[src/design/csem_pkg.sv]
// ----------------------------------------------------------------------------
// csem_pkg
// Shared constants, codes and types of the counting semaphore with its
// wait queue, kept in FIFO or priority order.
// ----------------------------------------------------------------------------
package csem_pkg;

    localparam int QUEUE_DEPTH = 16;
    localparam int THREAD_BITS = 5;
    localparam int PRIO_BITS   = 8;
    localparam int COUNT_W     = 16;

    localparam int IDX_W   = (QUEUE_DEPTH > 1) ? $clog2(QUEUE_DEPTH) : 1;
    localparam int CNT_W   = $clog2(QUEUE_DEPTH + 1);
    localparam int ENTRY_W = THREAD_BITS + PRIO_BITS;

    // input tdata: thread_id, priority_req, will_wait, scheduler_disabled, timed_out
    localparam int WW_BIT      = THREAD_BITS + PRIO_BITS;
    localparam int SD_BIT      = WW_BIT + 1;
    localparam int TO_BIT      = WW_BIT + 2;
    localparam int S_FIELDS_W  = THREAD_BITS + PRIO_BITS + 3;
    localparam int S_TDATA_W   = ((S_FIELDS_W + 7) / 8) * 8;
    localparam int S_TUSER_W   = 2;

    // output tdata: woken_thread, count_now
    localparam int M_FIELDS_W  = THREAD_BITS + COUNT_W;
    localparam int M_TDATA_W   = ((M_FIELDS_W + 7) / 8) * 8;
    localparam int M_TUSER_W   = 3;

    localparam int PADDR_W     = 3;
    localparam int PDATA_W     = 32;

    localparam logic [1:0] ACT_TAKE    = 2'd0;
    localparam logic [1:0] ACT_RELEASE = 2'd1;
    localparam logic [1:0] ACT_RESUME  = 2'd2;

    localparam logic REG_ORDER = 1'b0;
    localparam logic REG_COUNT = 1'b1;

    typedef enum logic [2:0] {
        STAT_OK        = 3'd0,
        STAT_TIMEOUT   = 3'd1,
        STAT_SCHED_OFF = 3'd2,
        STAT_QUEUED    = 3'd3,
        STAT_AGAIN     = 3'd4,
        STAT_WOKE      = 3'd5,
        STAT_NO_WAITER = 3'd6,
        STAT_FULL      = 3'd7
    } status_t;

    typedef enum logic [4:0] {
        FSM_IDLE  = 5'b00001,
        FSM_SCAN  = 5'b00010,
        FSM_PASS  = 5'b00100,
        FSM_PLACE = 5'b01000,
        FSM_RESP  = 5'b10000
    } state_t;

endpackage

[src/design/csem_ram.sv]
// ----------------------------------------------------------------------------
// csem_ram
// Generic simple dual-port RAM: one write port, one read port, registered read.
// ----------------------------------------------------------------------------
module csem_ram #(
    parameter int WIDTH = 8,
    parameter int DEPTH = 16
) (
    input  logic                                     aclk,
    input  logic                                     we,
    input  logic [((DEPTH > 1) ? $clog2(DEPTH) : 1)-1:0] waddr,
    input  logic [WIDTH-1:0]                         wdata,
    input  logic                                     re,
    input  logic [((DEPTH > 1) ? $clog2(DEPTH) : 1)-1:0] raddr,
    output logic [WIDTH-1:0]                         rdata
);

    logic [WIDTH-1:0] mem [DEPTH];

    always_ff @(posedge aclk) begin
        if (we) begin
            mem[waddr] <= wdata;
        end
        if (re) begin
            rdata <= mem[raddr];
        end
    end

endmodule

[src/design/counting_semaphore_priority_waitq_top.sv]
// ----------------------------------------------------------------------------
// counting_semaphore_priority_waitq_top
// Counting semaphore with a bounded wait queue kept in one RAM.
// ----------------------------------------------------------------------------
// Usage:
//   Requests enter on the s_ stream (action in s_tuser), one result per
//   request leaves on the m_ stream (status in m_tuser). The APB port sets
//   the ordering mode and loads the count; write it only while idle.
//   Take, release and resume work on the count; a blocking take queues the
//   caller, a release pops the head waiter.
// Request flow:
//   One request at a time; the next request is accepted in the cycle
//   after the result register loads. Count-only requests go from IDLE
//   through RESP to the result register.
//   A queueing take scans the queue (SCAN), moves the entries between the
//   removal and insertion points (PASS) and writes the new entry (PLACE);
//   a take that finds the queue full skips the move and the write.
//   A release with waiters reads the whole queue, passes its head to
//   woken_thread and shifts the rest; the single RAM port pair moves
//   one entry per cycle.
// Reset and stall:
//   Reset empties the queue and clears the count, mode and valid flags.
//   A stalled result is held in the output register; the next request is
//   taken once that result has been loaded.
// ----------------------------------------------------------------------------
module counting_semaphore_priority_waitq_top
    import csem_pkg::*;
(
    input  logic                  aclk,
    input  logic                  aresetn,
    // s_tdata: thread_id, priority_req, will_wait, scheduler_disabled, timed_out
    input  logic                  s_tvalid,
    output logic                  s_tready,
    input  logic [S_TDATA_W-1:0]  s_tdata,
    // s_tuser: action
    input  logic [S_TUSER_W-1:0]  s_tuser,
    output logic                  m_tvalid,
    input  logic                  m_tready,
    // m_tdata: woken_thread, count_now
    output logic [M_TDATA_W-1:0]  m_tdata,
    // m_tuser: status
    output logic [M_TUSER_W-1:0]  m_tuser,
    input  logic                  psel,
    input  logic                  penable,
    input  logic                  pwrite,
    input  logic [PADDR_W-1:0]    paddr,
    input  logic [PDATA_W-1:0]    pwdata,
    output logic [PDATA_W-1:0]    prdata,
    output logic                  pready
);

    state_t state_reg, state_next;

    logic                   order_reg, order_next;
    logic [COUNT_W-1:0]     init_count_reg, init_count_next;
    logic [COUNT_W-1:0]     count_reg, count_next;
    logic [CNT_W-1:0]       total_reg, total_next;

    logic [THREAD_BITS-1:0] tid_reg, tid_next;
    logic [PRIO_BITS-1:0]   prio_reg, prio_next;
    logic                   rel_reg, rel_next;

    logic [CNT_W-1:0]       iss_idx_reg, iss_idx_next;
    logic                   sc_vld_reg, sc_vld_next;
    logic [IDX_W-1:0]       sc_idx_reg, sc_idx_next;
    logic                   found_reg, found_next;
    logic [IDX_W-1:0]       r_reg, r_next;
    logic                   brk_reg, brk_next;
    logic [CNT_W-1:0]       p_reg, p_next;

    logic                   iss_on_reg, iss_on_next;
    logic                   up_reg, up_next;
    logic                   first_reg, first_next;
    logic [IDX_W-1:0]       src_reg, src_next;
    logic [IDX_W-1:0]       end_reg, end_next;
    logic                   mv_vld_reg, mv_vld_next;
    logic                   mv_skip_reg, mv_skip_next;
    logic [IDX_W-1:0]       mv_src_reg, mv_src_next;
    logic [IDX_W-1:0]       place_reg, place_next;

    status_t                res_status_reg, res_status_next;
    logic [THREAD_BITS-1:0] res_woken_reg, res_woken_next;

    logic                   m_tvalid_reg, m_tvalid_next;
    status_t                m_status_reg, m_status_next;
    logic [THREAD_BITS-1:0] m_woken_reg, m_woken_next;
    logic [COUNT_W-1:0]     m_count_reg, m_count_next;

    logic                   ram_we;
    logic [IDX_W-1:0]       ram_waddr;
    logic [ENTRY_W-1:0]     ram_wdata;
    logic                   ram_re;
    logic [IDX_W-1:0]       ram_raddr;
    logic [ENTRY_W-1:0]     ram_rdata;

    logic                   s_accept;
    logic                   apb_wr;
    logic [THREAD_BITS-1:0] in_tid;
    logic [PRIO_BITS-1:0]   in_prio;
    logic [THREAD_BITS-1:0] rd_id;
    logic [PRIO_BITS-1:0]   rd_prio;

    assign s_tready = (state_reg == FSM_IDLE);
    assign s_accept = s_tvalid && s_tready;
    assign apb_wr   = psel && penable && pwrite && pready;
    assign pready   = 1'b1;
    assign in_tid   = s_tdata[THREAD_BITS-1:0];
    assign in_prio  = s_tdata[THREAD_BITS +: PRIO_BITS];
    assign rd_id    = ram_rdata[ENTRY_W-1 -: THREAD_BITS];
    assign rd_prio  = ram_rdata[PRIO_BITS-1:0];

    assign m_tvalid = m_tvalid_reg;
    assign m_tuser  = M_TUSER_W'(m_status_reg);
    assign m_tdata  = M_TDATA_W'({m_count_reg, m_woken_reg});

    always_comb begin
        prdata = '0;
        unique case (paddr[PADDR_W-1:2])
            REG_ORDER: prdata = PDATA_W'(order_reg);
            REG_COUNT: prdata = PDATA_W'(init_count_reg);
            default:   prdata = '0;
        endcase
    end

    csem_ram #(
        .WIDTH (ENTRY_W),
        .DEPTH (QUEUE_DEPTH)
    ) u_waitq_ram (
        .aclk  (aclk),
        .we    (ram_we),
        .waddr (ram_waddr),
        .wdata (ram_wdata),
        .re    (ram_re),
        .raddr (ram_raddr),
        .rdata (ram_rdata)
    );

    always_comb begin
        logic [CNT_W-1:0] j;
        logic [CNT_W-1:0] found_cnt;
        logic [CNT_W-1:0] fin_r;
        logic [CNT_W-1:0] fin_p;

        state_next      = state_reg;
        order_next      = order_reg;
        init_count_next = init_count_reg;
        count_next      = count_reg;
        total_next      = total_reg;
        tid_next        = tid_reg;
        prio_next       = prio_reg;
        rel_next        = rel_reg;
        iss_idx_next    = iss_idx_reg;
        sc_vld_next     = sc_vld_reg;
        sc_idx_next     = sc_idx_reg;
        found_next      = found_reg;
        r_next          = r_reg;
        brk_next        = brk_reg;
        p_next          = p_reg;
        iss_on_next     = iss_on_reg;
        up_next         = up_reg;
        first_next      = first_reg;
        src_next        = src_reg;
        end_next        = end_reg;
        mv_vld_next     = mv_vld_reg;
        mv_skip_next    = mv_skip_reg;
        mv_src_next     = mv_src_reg;
        place_next      = place_reg;
        res_status_next = res_status_reg;
        res_woken_next  = res_woken_reg;
        m_tvalid_next   = m_tvalid_reg;
        m_status_next   = m_status_reg;
        m_woken_next    = m_woken_reg;
        m_count_next    = m_count_reg;
        ram_we          = 1'b0;
        ram_waddr       = '0;
        ram_wdata       = '0;
        ram_re          = 1'b0;
        ram_raddr       = '0;
        j               = '0;
        found_cnt       = CNT_W'(found_reg);
        fin_r           = found_reg ? CNT_W'(r_reg) : total_reg;
        fin_p           = brk_reg ? p_reg : (total_reg - found_cnt);

        if (m_tvalid_reg && m_tready) begin
            m_tvalid_next = 1'b0;
        end

        unique case (state_reg)
            FSM_IDLE: begin
                if (s_accept) begin
                    tid_next       = in_tid;
                    prio_next      = in_prio;
                    res_woken_next = '0;
                    rel_next       = 1'b0;
                    state_next     = FSM_RESP;
                    case (s_tuser)
                        ACT_TAKE: begin
                            if (count_reg != '0) begin
                                count_next      = count_reg - 1'b1;
                                res_status_next = STAT_OK;
                            end else if (s_tdata[SD_BIT]) begin
                                res_status_next = STAT_SCHED_OFF;
                            end else if (!s_tdata[WW_BIT]) begin
                                res_status_next = STAT_TIMEOUT;
                            end else begin
                                found_next   = 1'b0;
                                brk_next     = 1'b0;
                                iss_idx_next = '0;
                                sc_vld_next  = 1'b0;
                                state_next   = FSM_SCAN;
                            end
                        end
                        ACT_RELEASE: begin
                            if (count_reg != '1) begin
                                count_next = count_reg + 1'b1;
                            end
                            if (total_reg != '0) begin
                                res_status_next = STAT_WOKE;
                                rel_next        = 1'b1;
                                up_next         = 1'b0;
                                first_next      = 1'b1;
                                src_next        = '0;
                                end_next        = IDX_W'(total_reg - 1'b1);
                                iss_on_next     = 1'b1;
                                mv_vld_next     = 1'b0;
                                total_next      = total_reg - 1'b1;
                                state_next      = FSM_PASS;
                            end else begin
                                res_status_next = STAT_NO_WAITER;
                            end
                        end
                        ACT_RESUME: begin
                            if (s_tdata[TO_BIT]) begin
                                res_status_next = STAT_TIMEOUT;
                            end else if (count_reg != '0) begin
                                count_next      = count_reg - 1'b1;
                                res_status_next = STAT_OK;
                            end else begin
                                res_status_next = STAT_AGAIN;
                            end
                        end
                        default: begin
                            res_status_next = STAT_AGAIN;
                        end
                    endcase
                end
            end

            FSM_SCAN: begin
                if (iss_idx_reg < total_reg) begin
                    ram_re       = 1'b1;
                    ram_raddr    = IDX_W'(iss_idx_reg);
                    sc_vld_next  = 1'b1;
                    sc_idx_next  = IDX_W'(iss_idx_reg);
                    iss_idx_next = iss_idx_reg + 1'b1;
                end else begin
                    sc_vld_next = 1'b0;
                end

                if (sc_vld_reg) begin
                    j = found_reg ? (CNT_W'(sc_idx_reg) - 1'b1) : CNT_W'(sc_idx_reg);
                    if (!found_reg && (rd_id == tid_reg)) begin
                        found_next = 1'b1;
                        r_next     = sc_idx_reg;
                    end else if (!brk_reg && order_reg) begin
                        if (rd_prio > prio_reg) begin
                            brk_next = 1'b1;
                            p_next   = j;
                        end else if (rd_prio == prio_reg) begin
                            brk_next = 1'b1;
                            p_next   = j + 1'b1;
                        end
                    end
                end

                if ((iss_idx_reg == total_reg) && !sc_vld_reg) begin
                    if (!found_reg && (total_reg == CNT_W'(QUEUE_DEPTH))) begin
                        res_status_next = STAT_FULL;
                        state_next      = FSM_RESP;
                    end else begin
                        res_status_next = STAT_QUEUED;
                        total_next      = total_reg - found_cnt + 1'b1;
                        place_next      = IDX_W'(fin_p);
                        mv_vld_next     = 1'b0;
                        end_next        = IDX_W'(fin_p);
                        if (fin_p < fin_r) begin
                            up_next     = 1'b1;
                            first_next  = 1'b0;
                            src_next    = IDX_W'(fin_r - 1'b1);
                            iss_on_next = 1'b1;
                            state_next  = FSM_PASS;
                        end else if (fin_p == fin_r) begin
                            state_next = FSM_PLACE;
                        end else begin
                            up_next     = 1'b0;
                            first_next  = 1'b1;
                            src_next    = IDX_W'(fin_r);
                            iss_on_next = 1'b1;
                            state_next  = FSM_PASS;
                        end
                    end
                end
            end

            FSM_PASS: begin
                if (iss_on_reg) begin
                    ram_re       = 1'b1;
                    ram_raddr    = src_reg;
                    mv_vld_next  = 1'b1;
                    mv_src_next  = src_reg;
                    mv_skip_next = first_reg;
                    first_next   = 1'b0;
                    if (src_reg == end_reg) begin
                        iss_on_next = 1'b0;
                    end else begin
                        src_next = up_reg ? (src_reg - 1'b1) : (src_reg + 1'b1);
                    end
                end else begin
                    mv_vld_next = 1'b0;
                end

                if (mv_vld_reg) begin
                    if (mv_skip_reg) begin
                        if (rel_reg) begin
                            res_woken_next = rd_id;
                        end
                    end else begin
                        ram_we    = 1'b1;
                        ram_waddr = up_reg ? (mv_src_reg + 1'b1) : (mv_src_reg - 1'b1);
                        ram_wdata = ram_rdata;
                    end
                end

                if (!iss_on_reg && !mv_vld_reg) begin
                    state_next = rel_reg ? FSM_RESP : FSM_PLACE;
                end
            end

            FSM_PLACE: begin
                ram_we     = 1'b1;
                ram_waddr  = place_reg;
                ram_wdata  = {tid_reg, prio_reg};
                state_next = FSM_RESP;
            end

            FSM_RESP: begin
                if (!m_tvalid_reg || m_tready) begin
                    m_tvalid_next = 1'b1;
                    m_status_next = res_status_reg;
                    m_woken_next  = res_woken_reg;
                    m_count_next  = count_reg;
                    state_next    = FSM_IDLE;
                end
            end

            default: begin
                state_next = FSM_IDLE;
            end
        endcase

        if (apb_wr) begin
            unique case (paddr[PADDR_W-1:2])
                REG_ORDER: order_next = pwdata[0];
                REG_COUNT: begin
                    init_count_next = pwdata[COUNT_W-1:0];
                    count_next      = pwdata[COUNT_W-1:0];
                end
                default: ;
            endcase
        end
    end

    always_ff @(posedge aclk) begin
        if (!aresetn) begin
            state_reg      <= FSM_IDLE;
            order_reg      <= 1'b0;
            init_count_reg <= '0;
            count_reg      <= '0;
            total_reg      <= '0;
            sc_vld_reg     <= 1'b0;
            iss_on_reg     <= 1'b0;
            mv_vld_reg     <= 1'b0;
            m_tvalid_reg   <= 1'b0;
        end else begin
            state_reg      <= state_next;
            order_reg      <= order_next;
            init_count_reg <= init_count_next;
            count_reg      <= count_next;
            total_reg      <= total_next;
            sc_vld_reg     <= sc_vld_next;
            iss_on_reg     <= iss_on_next;
            mv_vld_reg     <= mv_vld_next;
            m_tvalid_reg   <= m_tvalid_next;
        end
    end

    always_ff @(posedge aclk) begin
        tid_reg        <= tid_next;
        prio_reg       <= prio_next;
        rel_reg        <= rel_next;
        iss_idx_reg    <= iss_idx_next;
        sc_idx_reg     <= sc_idx_next;
        found_reg      <= found_next;
        r_reg          <= r_next;
        brk_reg        <= brk_next;
        p_reg          <= p_next;
        up_reg         <= up_next;
        first_reg      <= first_next;
        src_reg        <= src_next;
        end_reg        <= end_next;
        mv_skip_reg    <= mv_skip_next;
        mv_src_reg     <= mv_src_next;
        place_reg      <= place_next;
        res_status_reg <= res_status_next;
        res_woken_reg  <= res_woken_next;
        m_status_reg   <= m_status_next;
        m_woken_reg    <= m_woken_next;
        m_count_reg    <= m_count_next;
    end

    a_ram_write_in_queue_work: assert property (@(posedge aclk) disable iff (!aresetn)
        ram_we |-> (state_reg == FSM_PASS) || (state_reg == FSM_PLACE))
        else $error("queue RAM written outside a queue update");

    a_result_from_resp: assert property (@(posedge aclk) disable iff (!aresetn)
        $rose(m_tvalid_reg) |-> $past(state_reg == FSM_RESP))
        else $error("result raised without a pending response");

    a_count_changes_on_request: assert property (@(posedge aclk) disable iff (!aresetn)
        !$stable(count_reg) && $past(aresetn) |-> $past(s_accept || apb_wr))
        else $error("count changed without a transaction or register write");

    a_total_bounded: assert property (@(posedge aclk) disable iff (!aresetn)
        (state_reg == FSM_RESP) |-> (total_reg <= CNT_W'(QUEUE_DEPTH)))
        else $error("waiter total exceeds queue depth");

    a_woken_only_on_wake: assert property (@(posedge aclk) disable iff (!aresetn)
        m_tvalid_reg && (m_status_reg != STAT_WOKE) |-> (m_woken_reg == '0))
        else $error("woken thread reported without a wake");

endmodule

[config.mk]
export PLATFORM = sky130hd
export DESIGN_NAME = counting_semaphore_priority_waitq_top
export DESIGN_NICKNAME = d
export VERILOG_FILES = /design/src/design/csem_pkg.sv /design/src/design/csem_ram.sv /design/src/design/counting_semaphore_priority_waitq_top.sv
export SDC_FILE = /design/constraint.sdc
export NUM_CORES = 1
export LEC_CHECK = 0
export BUFFER_PORTS_ARGS = -buffer_cell sky130_fd_sc_hd__buf_4
export CELL_PAD_IN_SITES_DETAIL_PLACEMENT = 1
export CELL_PAD_IN_SITES_GLOBAL_PLACEMENT = 2
export CORE_MARGIN = 5
export CORE_UTILIZATION = 30
export CTS_CLUSTER_DIAMETER = 200
export DETAILED_ROUTE_END_ITERATION = 10
export PLACE_DENSITY_LB_ADDON = 0.1
export SLEW_MARGIN = 20
export SYNTH_ARGS = -nofsm -noshare
export SYNTH_HDL_FRONTEND = slang
export SYNTH_SLANG_ARGS = --single-unit
[constraint.sdc]
create_clock -name aclk -period 4.7 [get_ports aclk]
set_input_delay 0.94 -clock aclk [delete_from_list [all_inputs] [get_ports aclk]]
set_output_delay 0.94 -clock aclk [all_outputs]
set_load 0.01 [all_outputs]
==> impl_metrics.tcl <==
set metrics [dict create \
    status "completed" \
    die_w_um 243 \
    grt_pass1_wl_mm 74.6 \
    clock_latency_ns 0.57 \
    skew_ns 0.0192 \
    cp.required_ns 4.90 \
    synthArstFlopShare_pct 0 \
    largest-register "u_waitq_ram.mem" \
    critPathMaxFanout 5 \
    cts_hold_buf 0 \
    largest_reg_flops 208 \
    syn2layout_area_growth_pct 17.4 \
    place_inst 2088 \
    min_period_ns 3.64 \
    start_kind "flop" \
    place_ws_ns 1.02 \
    yosysSeqAreaShare_pct 62.4 \
    die_h_um 243 \
    ir_drop_mv 0.268 \
    setup_violations 0 \
    synth_edf_count 306 \
    hold_path.class "flop to flop" \
    layout.nets 1531 \
    drive_gt1_share_pct 14.6 \
    cts.repair.resized 0 \
    hold_violations 0 \
    cts_setup_buffers 0 \
    path_common_cell "ha_1" \
    port_buffers 83 \
    num_io_pins 122 \
    drc_errors 0 \
    netlist_instances 1335 \
    rows 85 \
    die_area_mm2 0.0588 \
    crit_path_end_kind "flop" \
    cp_cell_sequence "inv_1 -> ha_1 -> ha_1 -> inv_1 -> mux2_2 -> ha_1 -> nor2b_1 -> o21ai_0 -> nand2b_1 -> a221oi_1 -> nor3_1 -> nor3_1" \
    fin_crit_sh_pct 77.4 \
    ys_warn_count 0 \
    slew_headroom_pct 31.2 \
    dp_hpwl_mm 32.9 \
    power.leakage_uw 0.00650 \
    fin_ws_ns 1.06 \
    grt_overflow 0 \
    grt_antenna_before_repair 0 \
    critPathArrivalTime_ns 3.84 \
    initial_core_util_pct 30.2 \
    design_area_mm2 0.0190 \
    antenna_left 0 \
    totalPowerFinal_uw 8590 \
    finalNonFillerCells 2166 \
    cts_max_path_buffers 3 \
    syn_area_mm2 0.0162 \
    track_usage_pct 16.5 \
    drtIter0Drc 607 \
    ys.flop_type "edfxtp_1" \
    via_per_inst 5.07 \
    fin_setup_tns_ns 0 \
    slew_violations 0 \
    max_stage_delay_ns 0.52 \
    cts_sinks 353 \
    rsz0062_at_grt "no" \
    coreArea_mm2 0.0537 \
    synth_cell_types 79 \
    path_class "flop to flop" \
    totalWireLength_mm 49.5 \
    place_congestion 0.739 \
    grt_max_degree 57 \
    fmax_mhz 275 \
    htreeDepth 2 \
    cts-root-buf "clkbuf_16" \
    dr.pass1.iters 5 \
    maxCapViolations 0 \
    place_area_mm2 0.0177 \
    vias 10976 \
    ys_ff_latch 353 \
    cts_tree "yes" \
    grt_pass1_vias 11418 \
    powerDensity_mw_per_mm2 451 \
    syn_avg_cell_area_um2 12.2 \
    wl_per_cell_um 22.9 \
    worstMarginPinSlew_ns 1.03 \
    cts_buffers 42 \
    clk_pin_slew_worst_paths_ns 0.06 \
    critPathSlowestCell "nor3_1" \
]
[layout make-up]
cell class              count  area, um2
fillers                  5714      34700
flip-flops and latches    353      10100
multi-input cells         876       5640
clock buffers              56       1130
repair buffers            127        966
well taps                 696        871
clock inverters            20        166
inverters                  36        135
diodes                      2       5.00
[synth_stat cells (6+ instances only)]
master	number	area share (%)
a22oi_1	12	0.56
and2_1	28	1.1
inv_1	32	0.74
buf_4	21	0.97
o21a_1	7	0.32
ha_1	33	2.5
nand2_1	191	4.4
a21boi_0	20	0.93
buf_2	18	0.56
nor2b_1	13	0.50
dfxtp_1	47	5.8
a31oi_1	12	0.46
or3_1	9	0.35
nor3_1	18	0.56
o22ai_1	7	0.27
nand2b_1	15	0.58
a21oi_1	54	1.7
nand3_1	47	1.5
xnor2_1	33	1.8
nand4_1	24	0.93
edfxtp_1	306	57
a32oi_1	16	0.86
mux2i_1	55	3.4
xor2_1	8	0.43
mux2_2	6	0.42
a21o_1	6	0.28
nor2_1	61	1.4
o21ai_0	46	1.4
a22o_1	29	1.6
o211ai_1	20	0.93
clkbuf_1	42	0.97
and3_1	9	0.35
[kinds of logic (layout without fill, tap and decap cells)]
family                   Yosys count  count (layout)  share of synthesized area (%)
buffers and inverters            124             239                           3.55
adder cells (fa/ha/maj)           35              35                           2.79
AO/OA/AOI/OAI                    271             271                           11.6
flip-flops                       353             353                           62.4
AND/OR/NAND/NOR                  448             448                           13.6
other                              2              22                         0.0463
XOR/XNOR                          41              41                           2.21
multiplexers                      61              61                           3.81
[stage by stage]
| stage | utilization, % | hold slack, ns |
|---|---|---|
| final | 35.5 | 0.418 |
| after global routing | 35.5 | 0.424 |
| after CTS | 35.5 | 0.421 |
| after detailed placement | 33.0 | 0.408 |
| after global placement | 33.0 | 0.406 |
| after floorplan | - | 0.400 |
[worst paths after layout]
check,startpoint,to,slack [ns],cells past startpoint
max,total_reg[0]$_SDFFE_PN0P_,src_reg[0]$_DFFE_PP_,1.06,12
min,first_reg$_DFFE_PP_,mv_skip_reg$_DFFE_PP_,0.42,0
max reg2reg,total_reg[0]$_SDFFE_PN0P_,src_reg[0]$_DFFE_PP_,1.06,12
min reg2reg,first_reg$_DFFE_PP_,mv_skip_reg$_DFFE_PP_,0.42,0
[routing by layer]
metal  GRT usage (%)  up-vias  share of wire [%]
met5               0        -                  0
li1                -     5157                  -
met1            24.0     5604                 49
met2            26.4      161                 46
met3            2.52       54                3.6
met4            3.63        0                1.6
[critical path, delay by kind of cell, from the launching register on]
kind / cells / cell delay [ns]
AO/OA/AOI/OAI: 2 / 0.49
adder cells (fa/ha/maj): 3 / 0.91
AND/OR/NAND/NOR: 4 / 0.89
flip-flops: 1 / 0.46
buffers and inverters: 2 / 0.22
multiplexers: 1 / 0.32
[where the power goes]
part	total [uW]	internal (uW)	leakage (uW)	switching (uW)
clock network	3130	1810	0.000636	1320
registers	3860	3630	0.00271	234
logic	1600	628	0.00316	970
total	8590	6060	0.00650	2520
[placed cells by master (no fill, tap or decap), types with 11 or more instances in the layout]
cell type	netlist	routed
edfxtp_1	306	306
nand2_1	191	191
buf_4	21	126
nor2_1	61	60
mux2i_1	55	55
a21oi_1	54	54
nand3_1	47	47
dfxtp_1	47	47
o21ai_0	46	46
clkbuf_16	0	43
xnor2_1	33	33
ha_1	33	33
inv_1	32	32
a22o_1	29	29
and2_1	28	28
nand4_1	24	24
o211ai_1	20	20
a21boi_0	20	20
conb_1	2	20
nor3_1	18	18
nand2b_1	15	15
a32oi_1	16	15
nor2b_1	13	12
a22oi_1	12	12
clkbuf_1	42	12
a31oi_1	12	11
Power figures use the tool's default switching activity.
